`src/design/hsvrgb_pkg.sv`:
```
package hsvrgb_pkg;

  localparam int LEVEL_FRAC_BITS = 12;
  localparam int HUE_FRAC_BITS   = 6;

  localparam int HUE_W = 15;
  localparam int LVL_W = 13;
  localparam int CH_W  = 8;

  localparam int LV_W    = LEVEL_FRAC_BITS + 1;
  localparam int LVL_ONE = 1 << LEVEL_FRAC_BITS;

  localparam int SECTOR_SPAN = 60 << HUE_FRAC_BITS;
  localparam int REM_W       = $clog2(SECTOR_SPAN);
  localparam int NSEG        = ((1 << HUE_W) - 1) / SECTOR_SPAN;
  localparam int SEG_W       = (NSEG < 1) ? 1 : $clog2(NSEG + 1);

  // sector span is 15 * 2^(HUE_FRAC_BITS + 2)
  localparam int SPAN_DIV = 15;
  localparam int SH_UP    = (LEVEL_FRAC_BITS >= HUE_FRAC_BITS + 2) ?
                            (LEVEL_FRAC_BITS - HUE_FRAC_BITS - 2) : 0;
  localparam int SH_DN    = (LEVEL_FRAC_BITS >= HUE_FRAC_BITS + 2) ?
                            0 : (HUE_FRAC_BITS + 2 - LEVEL_FRAC_BITS);
  localparam int XW       = LEVEL_FRAC_BITS + 4;
  localparam int RECIP    = (1 << XW) / SPAN_DIV;

  localparam int SECT_W = 3;
  typedef logic [SECT_W-1:0] sector_t;

  localparam sector_t SECT_RED_YEL = 3'd0;
  localparam sector_t SECT_YEL_GRN = 3'd1;
  localparam sector_t SECT_GRN_CYN = 3'd2;
  localparam sector_t SECT_CYN_BLU = 3'd3;
  localparam sector_t SECT_BLU_MAG = 3'd4;
  localparam sector_t SECT_MAG_RED = 3'd5;

  typedef logic [LV_W-1:0]            lvl_t;
  typedef logic [LEVEL_FRAC_BITS-1:0] frac_t;

  typedef struct packed {
    logic             valid;
    logic [HUE_W-1:0] hue;
    logic [LVL_W-1:0] saturation;
    logic [LVL_W-1:0] brightness;
  } hsv_t;

  typedef struct packed {
    logic    valid;
    sector_t sector;
    frac_t   frac;
    lvl_t    sat;
    lvl_t    val;
  } hue_out_t;

  typedef struct packed {
    logic    valid;
    sector_t sector;
    lvl_t    lv;
    lvl_t    lp;
    lvl_t    lq;
    lvl_t    lt;
  } lvl_out_t;

  typedef struct packed {
    logic            valid;
    logic [CH_W-1:0] red;
    logic [CH_W-1:0] green;
    logic [CH_W-1:0] blue;
  } rgb_t;

  function automatic lvl_t clamp_level(input logic [LVL_W-1:0] x);
    if (int'(x) > LVL_ONE) begin
      return LV_W'(LVL_ONE);
    end
    return LV_W'(x);
  endfunction

endpackage

```
`src/design/hsvrgb_if.sv`:
```
interface hsvrgb_hsv_if import hsvrgb_pkg::*; ();
  logic             valid;
  logic             ready;
  logic [HUE_W-1:0] hue;
  logic [LVL_W-1:0] saturation;
  logic [LVL_W-1:0] brightness;

  modport source(output valid, output hue, output saturation, output brightness,
                 input ready);
  modport sink(input valid, input hue, input saturation, input brightness,
               output ready);
endinterface

interface hsvrgb_rgb_if import hsvrgb_pkg::*; ();
  logic            valid;
  logic            ready;
  logic [CH_W-1:0] red;
  logic [CH_W-1:0] green;
  logic [CH_W-1:0] blue;

  modport source(output valid, output red, output green, output blue, input ready);
  modport sink(input valid, input red, input green, input blue, output ready);
endinterface

```
`src/design/hsvrgb_sector.sv`:
```
module hsvrgb_sector import hsvrgb_pkg::*; (
  input  logic     clk,
  input  logic     rst_n,
  input  hsv_t     in_item,
  output logic     in_ready,
  output hue_out_t out_item,
  input  logic     out_ready
);

  logic s1_rdy, s2_rdy, s3_rdy, s4_rdy;

  logic             s1_v_r;
  logic [SEG_W-1:0] s1_seg_r;
  logic [HUE_W-1:0] s1_hue_r;
  lvl_t             s1_sat_r, s1_val_r;
  logic [SEG_W-1:0] seg_nxt;

  logic          s2_v_r;
  sector_t       s2_sect_r;
  logic [XW-1:0] s2_x_r;
  lvl_t          s2_sat_r, s2_val_r;
  sector_t       sect_nxt;
  logic [XW-1:0] x_nxt;

  logic          s3_v_r;
  sector_t       s3_sect_r;
  logic [XW-1:0] s3_x_r;
  frac_t         s3_q0_r;
  lvl_t          s3_sat_r, s3_val_r;
  frac_t         q0_nxt;

  logic    s4_v_r;
  sector_t s4_sect_r;
  frac_t   s4_frac_r;
  lvl_t    s4_sat_r, s4_val_r;
  frac_t   frac_nxt;

  assign s4_rdy   = !s4_v_r || out_ready;
  assign s3_rdy   = !s3_v_r || s4_rdy;
  assign s2_rdy   = !s2_v_r || s3_rdy;
  assign s1_rdy   = !s1_v_r || s2_rdy;
  assign in_ready = s1_rdy;

  // stage 1: segment count by compare against sector boundaries
  always_comb begin
    seg_nxt = '0;
    for (int k = 1; k <= NSEG; k++) begin
      if (int'(in_item.hue) >= k * SECTOR_SPAN) begin
        seg_nxt = SEG_W'(k);
      end
    end
  end

  always_ff @(posedge clk) begin
    if (!rst_n) begin
      s1_v_r <= 1'b0;
    end else if (s1_rdy) begin
      s1_v_r <= in_item.valid;
    end
  end

  always_ff @(posedge clk) begin
    if (s1_rdy && in_item.valid) begin
      s1_seg_r <= seg_nxt;
      s1_hue_r <= in_item.hue;
      s1_sat_r <= clamp_level(in_item.saturation);
      s1_val_r <= clamp_level(in_item.brightness);
    end
  end

  // stage 2: remainder in sector and wrap to six sectors
  always_comb begin
    logic [HUE_W-1:0]       base;
    logic [REM_W-1:0]       rem;
    logic [XW+REM_W-1:0]    wide;
    base     = '0;
    sect_nxt = SECT_RED_YEL;
    for (int i = 0; i <= NSEG; i++) begin
      if (s1_seg_r == SEG_W'(i)) begin
        base     = HUE_W'(i * SECTOR_SPAN);
        sect_nxt = SECT_W'(i % 6);
      end
    end
    rem   = REM_W'(s1_hue_r - base);
    wide  = (XW + REM_W)'(rem) << SH_UP;
    x_nxt = XW'(wide >> SH_DN);
  end

  always_ff @(posedge clk) begin
    if (!rst_n) begin
      s2_v_r <= 1'b0;
    end else if (s2_rdy) begin
      s2_v_r <= s1_v_r;
    end
  end

  always_ff @(posedge clk) begin
    if (s2_rdy && s1_v_r) begin
      s2_sect_r <= sect_nxt;
      s2_x_r    <= x_nxt;
      s2_sat_r  <= s1_sat_r;
      s2_val_r  <= s1_val_r;
    end
  end

  // stage 3: reciprocal multiply, estimate is exact or one low
  always_comb begin
    logic [2*XW-1:0] prod;
    prod   = (2 * XW)'(s2_x_r) * (2 * XW)'(RECIP);
    q0_nxt = prod[XW+LEVEL_FRAC_BITS-1:XW];
  end

  always_ff @(posedge clk) begin
    if (!rst_n) begin
      s3_v_r <= 1'b0;
    end else if (s3_rdy) begin
      s3_v_r <= s2_v_r;
    end
  end

  always_ff @(posedge clk) begin
    if (s3_rdy && s2_v_r) begin
      s3_sect_r <= s2_sect_r;
      s3_x_r    <= s2_x_r;
      s3_q0_r   <= q0_nxt;
      s3_sat_r  <= s2_sat_r;
      s3_val_r  <= s2_val_r;
    end
  end

  // stage 4: quotient correction
  always_comb begin
    logic [XW-1:0] r;
    r = s3_x_r - (XW'(s3_q0_r) << 4) + XW'(s3_q0_r);
    if (r >= XW'(SPAN_DIV)) begin
      frac_nxt = s3_q0_r + frac_t'(1);
    end else begin
      frac_nxt = s3_q0_r;
    end
  end

  always_ff @(posedge clk) begin
    if (!rst_n) begin
      s4_v_r <= 1'b0;
    end else if (s4_rdy) begin
      s4_v_r <= s3_v_r;
    end
  end

  always_ff @(posedge clk) begin
    if (s4_rdy && s3_v_r) begin
      s4_sect_r <= s3_sect_r;
      s4_frac_r <= frac_nxt;
      s4_sat_r  <= s3_sat_r;
      s4_val_r  <= s3_val_r;
    end
  end

  assign out_item.valid  = s4_v_r;
  assign out_item.sector = s4_sect_r;
  assign out_item.frac   = s4_frac_r;
  assign out_item.sat    = s4_sat_r;
  assign out_item.val    = s4_val_r;

endmodule

```
`src/design/hsvrgb_levels.sv`:
```
module hsvrgb_levels import hsvrgb_pkg::*; (
  input  logic     clk,
  input  logic     rst_n,
  input  hue_out_t in_item,
  output logic     in_ready,
  output lvl_out_t out_item,
  input  logic     out_ready
);

  localparam int PW = 2 * LV_W;
  localparam lvl_t ONE_LV = LV_W'(LVL_ONE);

  logic s5_rdy, s6_rdy;

  logic    s5_v_r;
  sector_t s5_sect_r;
  lvl_t    s5_v_lvl_r, s5_p_r, s5_sf_r, s5_sg_r;
  lvl_t    p_nxt, sf_nxt, sg_nxt;

  logic    s6_v_r;
  sector_t s6_sect_r;
  lvl_t    s6_v_lvl_r, s6_p_r, s6_q_r, s6_t_r;
  lvl_t    q_nxt, t_nxt;

  assign s6_rdy   = !s6_v_r || out_ready;
  assign s5_rdy   = !s5_v_r || s6_rdy;
  assign in_ready = s5_rdy;

  // stage 5: p, s*f and s*(1-f)
  always_comb begin
    logic [PW-1:0] pp, pf, pg;
    lvl_t          f_lv;
    f_lv   = LV_W'(in_item.frac);
    pp     = PW'(in_item.val) * PW'(ONE_LV - in_item.sat);
    pf     = PW'(in_item.sat) * PW'(f_lv);
    pg     = PW'(in_item.sat) * PW'(ONE_LV - f_lv);
    p_nxt  = LV_W'(pp >> LEVEL_FRAC_BITS);
    sf_nxt = LV_W'(pf >> LEVEL_FRAC_BITS);
    sg_nxt = LV_W'(pg >> LEVEL_FRAC_BITS);
  end

  always_ff @(posedge clk) begin
    if (!rst_n) begin
      s5_v_r <= 1'b0;
    end else if (s5_rdy) begin
      s5_v_r <= in_item.valid;
    end
  end

  always_ff @(posedge clk) begin
    if (s5_rdy && in_item.valid) begin
      s5_sect_r  <= in_item.sector;
      s5_v_lvl_r <= in_item.val;
      s5_p_r     <= p_nxt;
      s5_sf_r    <= sf_nxt;
      s5_sg_r    <= sg_nxt;
    end
  end

  // stage 6: q and t
  always_comb begin
    logic [PW-1:0] pq, pt;
    pq    = PW'(s5_v_lvl_r) * PW'(ONE_LV - s5_sf_r);
    pt    = PW'(s5_v_lvl_r) * PW'(ONE_LV - s5_sg_r);
    q_nxt = LV_W'(pq >> LEVEL_FRAC_BITS);
    t_nxt = LV_W'(pt >> LEVEL_FRAC_BITS);
  end

  always_ff @(posedge clk) begin
    if (!rst_n) begin
      s6_v_r <= 1'b0;
    end else if (s6_rdy) begin
      s6_v_r <= s5_v_r;
    end
  end

  always_ff @(posedge clk) begin
    if (s6_rdy && s5_v_r) begin
      s6_sect_r  <= s5_sect_r;
      s6_v_lvl_r <= s5_v_lvl_r;
      s6_p_r     <= s5_p_r;
      s6_q_r     <= q_nxt;
      s6_t_r     <= t_nxt;
    end
  end

  assign out_item.valid  = s6_v_r;
  assign out_item.sector = s6_sect_r;
  assign out_item.lv     = s6_v_lvl_r;
  assign out_item.lp     = s6_p_r;
  assign out_item.lq     = s6_q_r;
  assign out_item.lt     = s6_t_r;

endmodule

```
`src/design/hsvrgb_pack.sv`:
```
module hsvrgb_pack import hsvrgb_pkg::*; (
  input  logic     clk,
  input  logic     rst_n,
  input  lvl_out_t in_item,
  output logic     in_ready,
  output rgb_t     out_item,
  input  logic     out_ready
);

  logic            s7_rdy;
  logic            s7_v_r;
  logic [CH_W-1:0] red_r, green_r, blue_r;
  logic [CH_W-1:0] red_nxt, green_nxt, blue_nxt;

  function automatic logic [CH_W-1:0] to_byte(input lvl_t lvl);
    logic [LV_W+7:0] m;
    logic [8:0]      c;
    m = (LV_W + 8)'({lvl, 8'b0}) - (LV_W + 8)'(lvl);
    c = m[LEVEL_FRAC_BITS+8:LEVEL_FRAC_BITS];
    if (c[8]) begin
      return 8'hff;
    end
    return c[7:0];
  endfunction

  assign s7_rdy   = !s7_v_r || out_ready;
  assign in_ready = s7_rdy;

  always_comb begin
    lvl_t r, g, b;
    case (in_item.sector)
      SECT_RED_YEL: begin r = in_item.lv; g = in_item.lt; b = in_item.lp; end
      SECT_YEL_GRN: begin r = in_item.lq; g = in_item.lv; b = in_item.lp; end
      SECT_GRN_CYN: begin r = in_item.lp; g = in_item.lv; b = in_item.lt; end
      SECT_CYN_BLU: begin r = in_item.lp; g = in_item.lq; b = in_item.lv; end
      SECT_BLU_MAG: begin r = in_item.lt; g = in_item.lp; b = in_item.lv; end
      default: begin r = in_item.lv; g = in_item.lp; b = in_item.lq; end
    endcase
    red_nxt   = to_byte(r);
    green_nxt = to_byte(g);
    blue_nxt  = to_byte(b);
  end

  always_ff @(posedge clk) begin
    if (!rst_n) begin
      s7_v_r <= 1'b0;
    end else if (s7_rdy) begin
      s7_v_r <= in_item.valid;
    end
  end

  always_ff @(posedge clk) begin
    if (s7_rdy && in_item.valid) begin
      red_r   <= red_nxt;
      green_r <= green_nxt;
      blue_r  <= blue_nxt;
    end
  end

  assign out_item.valid = s7_v_r;
  assign out_item.red   = red_r;
  assign out_item.green = green_r;
  assign out_item.blue  = blue_r;

endmodule

```
`src/design/hsv_to_rgb_converter.sv`:
```
// hsv to rgb pixel converter, seven register stages
// path: an item accepted at the input is registered in stages s1 through s7 in turn before it reaches out_pix
// throughput: one item per cycle while out_pix.ready is held high, set by the fully pipelined datapath
// stages: 4 for hue split and fraction, 2 for level products, 1 for channel pack
// reset: rst_n synchronous active low, clears stage valid bits only
module hsv_to_rgb_converter import hsvrgb_pkg::*; (
  input  logic               clk,
  input  logic               rst_n,
  hsvrgb_hsv_if.sink         in_pix,
  hsvrgb_rgb_if.source       out_pix
);

  hsv_t     hsv_item;
  hue_out_t hue_item;
  lvl_out_t lvl_item;
  rgb_t     rgb_item;
  logic     sec_ready, lvl_ready, pack_ready;

  assign hsv_item.valid      = in_pix.valid;
  assign hsv_item.hue        = in_pix.hue;
  assign hsv_item.saturation = in_pix.saturation;
  assign hsv_item.brightness = in_pix.brightness;
  assign in_pix.ready        = sec_ready;

  hsvrgb_sector u_sector (
    .clk       (clk),
    .rst_n     (rst_n),
    .in_item   (hsv_item),
    .in_ready  (sec_ready),
    .out_item  (hue_item),
    .out_ready (lvl_ready)
  );

  hsvrgb_levels u_levels (
    .clk       (clk),
    .rst_n     (rst_n),
    .in_item   (hue_item),
    .in_ready  (lvl_ready),
    .out_item  (lvl_item),
    .out_ready (pack_ready)
  );

  hsvrgb_pack u_pack (
    .clk       (clk),
    .rst_n     (rst_n),
    .in_item   (lvl_item),
    .in_ready  (pack_ready),
    .out_item  (rgb_item),
    .out_ready (out_pix.ready)
  );

  assign out_pix.valid = rgb_item.valid;
  assign out_pix.red   = rgb_item.red;
  assign out_pix.green = rgb_item.green;
  assign out_pix.blue  = rgb_item.blue;

endmodule

```
`src/flat_wrapper.sv`:
```
// flat-port wrapper written by rule: the top's interface ports become plain ports
module hsv_to_rgb_converter_flat import hsvrgb_pkg::*;
  (clk, rst_n, in_pix_valid, in_pix_hue, in_pix_saturation, in_pix_brightness, in_pix_ready, out_pix_valid, out_pix_red, out_pix_green, out_pix_blue, out_pix_ready);
  hsvrgb_hsv_if in_pix_i ();
  hsvrgb_rgb_if out_pix_i ();
  input  logic clk;
  input  logic rst_n;
  input wire logic [$bits(in_pix_i.valid)-1:0] in_pix_valid;
  input wire logic [$bits(in_pix_i.hue)-1:0] in_pix_hue;
  input wire logic [$bits(in_pix_i.saturation)-1:0] in_pix_saturation;
  input wire logic [$bits(in_pix_i.brightness)-1:0] in_pix_brightness;
  output wire logic [$bits(in_pix_i.ready)-1:0] in_pix_ready;
  output wire logic [$bits(out_pix_i.valid)-1:0] out_pix_valid;
  output wire logic [$bits(out_pix_i.red)-1:0] out_pix_red;
  output wire logic [$bits(out_pix_i.green)-1:0] out_pix_green;
  output wire logic [$bits(out_pix_i.blue)-1:0] out_pix_blue;
  input wire logic [$bits(out_pix_i.ready)-1:0] out_pix_ready;
  assign in_pix_i.valid = in_pix_valid;
  assign in_pix_i.hue = in_pix_hue;
  assign in_pix_i.saturation = in_pix_saturation;
  assign in_pix_i.brightness = in_pix_brightness;
  assign in_pix_ready = in_pix_i.ready;
  assign out_pix_valid = out_pix_i.valid;
  assign out_pix_red = out_pix_i.red;
  assign out_pix_green = out_pix_i.green;
  assign out_pix_blue = out_pix_i.blue;
  assign out_pix_i.ready = out_pix_ready;
  hsv_to_rgb_converter u_core (.clk(clk), .rst_n(rst_n), .in_pix(in_pix_i), .out_pix(out_pix_i));
endmodule
```
`config.mk`:
```
export PLATFORM = sky130hd
export DESIGN_NAME = hsv_to_rgb_converter_flat
export DESIGN_NICKNAME = d
export VERILOG_FILES = /design/src/design/hsvrgb_pkg.sv /design/src/design/hsvrgb_if.sv /design/src/design/hsvrgb_sector.sv /design/src/design/hsvrgb_levels.sv /design/src/design/hsvrgb_pack.sv /design/src/design/hsv_to_rgb_converter.sv /design/src/flat_wrapper.sv
export SDC_FILE = /design/constraint.sdc
export NUM_CORES = 2
export LEC_CHECK = 0
export BUFFER_PORTS_ARGS = -buffer_cell sky130_fd_sc_hd__buf_2
export CAP_MARGIN = 0
export CORE_MARGIN = 8
export CORE_UTILIZATION = 31
export CTS_BUF_LIST = sky130_fd_sc_hd__clkbuf_8
export DETAILED_ROUTE_END_ITERATION = 10
export GPL_ROUTABILITY_DRIVEN = 0
export HOLD_SLACK_MARGIN = 0.05
export PLACE_DENSITY_LB_ADDON = 0.25
export SYNTH_ARGS = -nofsm -noshare
export SYNTH_HDL_FRONTEND = slang
export SYNTH_SLANG_ARGS = --single-unit
export TNS_END_PERCENT = 100
```
`constraint.sdc`:
```
create_clock -name clk -period 19.1 [get_ports clk]
set_input_delay 1.91 -clock clk [delete_from_list [all_inputs] [get_ports clk]]
set_output_delay 1.91 -clock clk [all_outputs]
set_load 0.03 [all_outputs]
```
==> After elaboration in Yosys (flattened, before gate mapping) <==
Index checks and enable logic that the tools add are counted.
{ "op_classes": {"add_sub_neg": 11, "multipliers": 6, "n_lt_le_gt_ge": 11, "eq_ne": 12, "mux": 43, "reduce_logical": 27} }
{ "op_table": {"columns": ["op", "n"], "rows": [
  ["$pmux W13 S3", 3],
  ["$mux W12", 9],
  ["$mul A14 B14 Y25", 4],
  ["$sub A21 B13 Y21", 3],
  ["$ge A15 B15 Y1 const B", 4],
  ["$mux W13", 4],
  ["$mux W8", 6],
  ["$sub A13 B13 Y14 const A", 3],
  ["$ge A15 B14 Y1 const B", 2],
  ["$gt A13 B13 Y1 const B", 2],
  ["$mul A13 B12 Y25", 1],
  ["$mul A12 B13 Y24 const B", 1],
  ["$add A16 B12 Y16", 1],
  ["$eq A4 B3 Y1 const B", 4],
  ["$ge A16 B4 Y1 const B", 1],
  ["$sub A16 B16 Y16", 1],
  ["$ge A15 B12 Y1 const B", 1],
  ["$ge A15 B13 Y1 const B", 1],
  ["$mux W3", 5],
  ["$sub A13 B12 Y14 const A", 1],
  ["$add A12 B1 Y12 const B", 1],
  ["$mux W4", 3],
  ["$sub A12 B12 Y12", 1],
  ["$mux W1", 9],
  ["13 further kinds", 39]
]} }
{ "word_totals": {"ff_bits": 318, "input_bits": 45, "out_inout_bits": 26, "elab_cells": 148} }

==> Depth between registers and ports, before layout <==
{ "logic_depth": {"word_depth": 11, "ltp_mapped": 30, "ltp_nobuf": 27} }

==> By module <==
Synthesis repeated with hierarchy kept, for this count alone.
{ "unflattened": {"hier_cells": 4368, "hier_area_um2": 43270.2} }
{ "by_module_without_submodules": {"columns": ["mod", "instances", "cells_each", "area_per_inst_um2", "seq_area_each_um2"], "rows": [
  ["hsvrgb_levels", 1, 3330, 31014.7, 3343.2],
  ["hsvrgb_sector", 1, 563, 8261.7, 5395.2],
  ["hsvrgb_pack", 1, 475, 3993.8, 740.7]
]} }

==> Least setup slack after synthesis <==
No wires, ideal clock.
{ "synth_path": {"kind": "reg-to-reg", "from": "register u_core.u_levels.s5_sf_r[0]", "to": "register u_core.u_levels.s6_q_r[12], data pin", "setup_time_ns": 0.266, "t_arrival_ns": 6.775, "t_required_ns": 18.834, "setup_slack_ns": 12.059, "path_stages_with_launch": 23, "n_path_buf": 1, "period_less_slack_ns": 7.041, "path_cell_list": "edfxtp_1 -> or4_1 -> nor4_1 -> nand2_1 -> xor2_1 -> clkbuf_1 -> nand2_1 -> fa_1 -> fa_1 -> fa_1 -> inv_1 -> fa_1 -> fa_1 -> inv_1 -> fa_1 -> inv_1 -> ha_1 -> a2111oi_1 -> a32oi_1 -> a41oi_1 -> o21ai_0 -> o41ai_1 -> xnor2_1"} }
{ "synth_via": {"elab_chain_cells": 2} }
{ "synth_rtl": {"columns": ["item", "line", "text"], "rows": [
  ["start: declaration", "hsvrgb_levels.sv:17", "lvl_t s5_v_lvl_r, s5_p_r, s5_sf_r, s5_sg_r;"],
  ["start signal: assignment", "hsvrgb_levels.sv:55", "s5_sf_r <= sf_nxt;"],
  ["$sub A13 B13 Y14", "hsvrgb_levels.sv:63", "pq = PW'(s5_v_lvl_r) * PW'(ONE_LV - s5_sf_r);"],
  ["$mul A14 B14 Y25", "hsvrgb_levels.sv:63", null],
  ["named net u_core.u_levels.q_nxt[12]", "hsvrgb_levels.sv:23", "lvl_t q_nxt, t_nxt;"],
  ["end signal: assignment", "hsvrgb_levels.sv:82", "s6_q_r <= q_nxt;"],
  ["end: declaration", "hsvrgb_levels.sv:22", "lvl_t s6_v_lvl_r, s6_p_r, s6_q_r, s6_t_r;"]
]} }
The timed path passes the listed nets, and every way through them passes these cells.
A chain may end at the register's enable or synchronous reset.

==> Worst setup path in the final report <==
Same ends and word-level chain as after synthesis.

==> results_dict.tcl <==
set metrics [dict create \
    cts_resized 0 \
    start_util_pct 31.2 \
    clkPwrFrac_pct 19.7 \
    start_kind "flop" \
    fmax_mhz 124 \
    fin_cells 6309 \
    synth_edf_count 311 \
    dp.final_hpwl_um 78100 \
    synth-main-ff-cell "edfxtp_1" \
    power_mw 3.45 \
    p_int_mw 2.02 \
    clkTransAtPathRegs_ns 0.06 \
    syn_inst 4377 \
    drive_gt1_share_pct 6.79 \
    critPathKind "reg2reg" \
    yosysTopAreaCellShare_pct 28.9 \
    fin_util_pct 33.8 \
    fp-row-count 137 \
    grt_max_degree 81 \
    hold_class "reg2reg" \
    postRouteWirelength_um 101000 \
    io-pin-count 71 \
    p_leak_nw 21.8 \
    cts_root_buf "clkbuf_8" \
    syn2layout_area_growth_pct 8.52 \
    switchingPower_mw 1.44 \
    vias_per_cell 4.60 \
    ys_warn_count 0 \
    grt_pass1_wl_um 167000 \
    synth_area_leaders "fa_1, edfxtp_1, ha_1, inv_1, and2_1" \
    grt_pass1_vias 31300 \
    rr_worst_depth 22 \
    core_region_area_um2 139000 \
    syn-cell-area_um2 43400 \
    nets 5539 \
    rsz0062_at_grt "no" \
    skew_ns 0.0322 \
    r2r_slack_ns 11.01 \
    crit_required_ns 19.49 \
    fin_setup_tns_ns 0 \
    path_max_fanout 15 \
    syn_nets 5536 \
    cp.arrival_ns 8.48 \
    cts_tree "yes" \
    route.detailed.drc 0 \
    swShare_pct 41.6 \
    clk_latency_ns 0.66 \
    worst_pin_slew_ns 1.36 \
    yosysUniqueCellTypes 85 \
    pre_cts_slack_ns 11.01 \
    antenna_found_initial 3 \
    drv_cap 0 \
    num_vias 29000 \
    globalRouteOverflowTotal 0 \
    slew_violations 0 \
    cts_made_buffers 59 \
    yosys_register_bits 318 \
    report.final.setup_viol 0 \
    wire_per_inst_um 16.0 \
    timing.rr.start "u_core.u_levels.s5_sf_r[0]" \
    drtPass1Iterations 7 \
    min_period_ns 8.09 \
    crit_start "u_core.u_levels.s5_sf_r[0]" \
    htreeDepth 2 \
    ir_drop_mv 0.0845 \
    synth_top_cell_by_area "fa_1" \
    pwr-share-seq_pct 25.8 \
    gr-usage-all-layers_pct 13.4 \
    timing.slew.headroom_pct 8.81 \
    dp_cells 6195 \
    die_height_um 390 \
    chipWidth_um 390 \
    period_share_pct 42.4 \
    hold_violations 0 \
    antenna_left 0 \
    synthArstFlopShare_pct 0 \
    status "completed" \
    clock_path_buffers 3 \
    yosysSeqAreaShare_pct 21.8 \
    drtIter0Drc 1318 \
    combPwrFrac_pct 54.5 \
    holdBufCountCts 0 \
    p_per_area_nw_per_um2 73.3 \
    worst_setup_path_end_kind "flop" \
    postCtsSetupBuffers 0 \
    syn_area_per_cell_um2 9.93 \
    die_area_um2 152000 \
    setup_slack_ns 11.01 \
    io_buffers 70 \
    cp-endpoint "u_core.u_levels.s6_q_r[12]" \
    timing.rr.end "u_core.u_levels.s6_q_r[12]" \
    fillers 14300 \
    cts.sinks 318 \
]
[worst max-delay path, stage by stage, from the launching register on]
cell       delay [ns]
edfxtp_1         0.58
or4_1            0.64
nor4_1           0.39
nand2_1          0.20
xor2_1           0.19
buf_4            0.23
nand2_1          0.10
fa_1             0.43
fa_1             0.48
fa_1             0.54
inv_1            0.05
fa_1             0.45
fa_1             0.49
inv_1            0.05
fa_1             0.47
inv_1            0.04
ha_1             0.31
a2111oi_1        0.65
a32oi_1          0.36
a41oi_1          0.46
o21ai_0          0.27
o41ai_1          0.36
xnor2_1          0.10
[cell type report]
type	count	area, µm²	share of cell area (%)
Inverter	851	3190	6.77
Clock inverter	52	413	0.876
Multi-Input combinational cell	3009	30000	63.6
Sequential cell	318	9480	20.1
Clock buffer	60	826	1.75
Timing Repair Buffer	141	883	1.87
Tap cell	1876	2350	4.98
Antenna cell	2	5.00	0.0106
[routing by layer]
| layer | vias up | part of all wire [%] | global-route usage [%] |
|---|---|---|---|
| met3 | 136 | 3.0 | 1.43 |
| met4 | 0 | 2.1 | 2.91 |
| met5 | - | 0 | 0 |
| met2 | 440 | 47 | 23.0 |
| li1 | 13800 | - | - |
| met1 | 14600 | 47 | 18.4 |
[cell families (layout without fill, tap and decap cells)]
logic type | Yosys count | count (layout) | synth area share, %
muxes | 71 | 71 | 1.71
AOI/OAI and AO/OA | 356 | 356 | 5.56
other | 0 | 2 | 0
and+or+nand+nor | 1281 | 1281 | 14.9
xor gates and xnor gates | 185 | 185 | 3.73
DFF | 318 | 318 | 21.8
adders and majority gates | 1116 | 1116 | 43.0
buffers and inverters | 1050 | 1104 | 9.28
[placed cells by master (no fill, tap or decap), types with 44 or more instances in the layout]
cell and count:
inv_1 856, fa_1 628, nand2_1 496, ha_1 486, and2_1 402, edfxtp_1 311, xnor2_1 135, nor2_1 111
a21oi_1 97, buf_4 71, buf_2 70, o21ai_0 60, clkbuf_8 60, mux2i_1 51, xor2_1 49, nor2b_1 44
[state kept, by name (all words and copies together), names as in the netlist, 13 cells and up]
register,flops
u_core.u_levels.s5_p_r,13
u_core.u_levels.s5_sf_r,13
u_core.u_levels.s5_sg_r,13
u_core.u_levels.s5_v_lvl_r,13
u_core.u_levels.s6_p_r,13
u_core.u_levels.s6_q_r,13
u_core.u_levels.s6_t_r,13
u_core.u_levels.s6_v_lvl_r,13
u_core.u_sector.s1_sat_r,13
u_core.u_sector.s1_val_r,13
u_core.u_sector.s2_sat_r,13
u_core.u_sector.s2_val_r,13
u_core.u_sector.s3_sat_r,13
u_core.u_sector.s3_val_r,13
u_core.u_sector.s4_sat_r,13
u_core.u_sector.s4_val_r,13
[power groups by stage]
stage / logic (mW) / registers [mW] / clock network, mW
floorplan: 1.40 / 0.893 / 0
global placement: 1.91 / 0.905 / 0
detailed placement: 1.92 / 0.905 / 0
CTS: 1.94 / 0.891 / 0.712
global route: 2.19 / 0.893 / 0.736
finish: 1.88 / 0.891 / 0.680
[synth_stat cells (33+ instances only)]
| cell type | count |
|---|---|
| a21o_1 | 34 |
| a21oi_1 | 98 |
| and2_1 | 402 |
| clkbuf_1 | 169 |
| edfxtp_1 | 311 |
| fa_1 | 628 |
| ha_1 | 486 |
| inv_1 | 851 |
| mux2i_1 | 51 |
| nand2_1 | 496 |
| nand3_1 | 33 |
| nor2_1 | 111 |
| nor2b_1 | 48 |
| nor3_1 | 43 |
| o21ai_0 | 60 |
| xnor2_1 | 136 |
| xor2_1 | 49 |
[worst min path at each step]
| stage | start | cells past startpoint | endpoint |
|---|---|---|---|
| after global placement | u_core.u_sector.s1_val_r[12] | 0 | u_core.u_sector.s2_val_r[12] |
| final | u_core.u_sector.s1_sat_r[9] | 0 | u_core.u_sector.s2_sat_r[9] |
| after global routing | u_core.u_sector.s1_sat_r[5] | 0 | u_core.u_sector.s2_sat_r[5] |
| after CTS | u_core.u_sector.s1_hue_r[3] | 0 | u_core.u_sector.s2_x_r[7] |
| after detailed placement | u_core.u_levels.s5_p_r[11] | 0 | u_core.u_levels.s6_p_r[11] |
| after floorplan | u_core.u_sector.s4_sect_r[0] | 0 | u_core.u_levels.s5_sect_r[0] |
[stage by stage]
| stage | cell area, µm² | hold WS, ns |
|---|---|---|
| 2_1_floorplan | 43400 | 0.400 |
| 3_5_place_dp | 45900 | 0.405 |
| 4_1_cts | 47100 | 0.404 |
| 3_3_place_gp | 45900 | 0.401 |
| 5_1_grt | 47100 | 0.412 |
| 6_report | 47100 | 0.411 |
No activity file was read; power rests on OpenSTA's default activity.
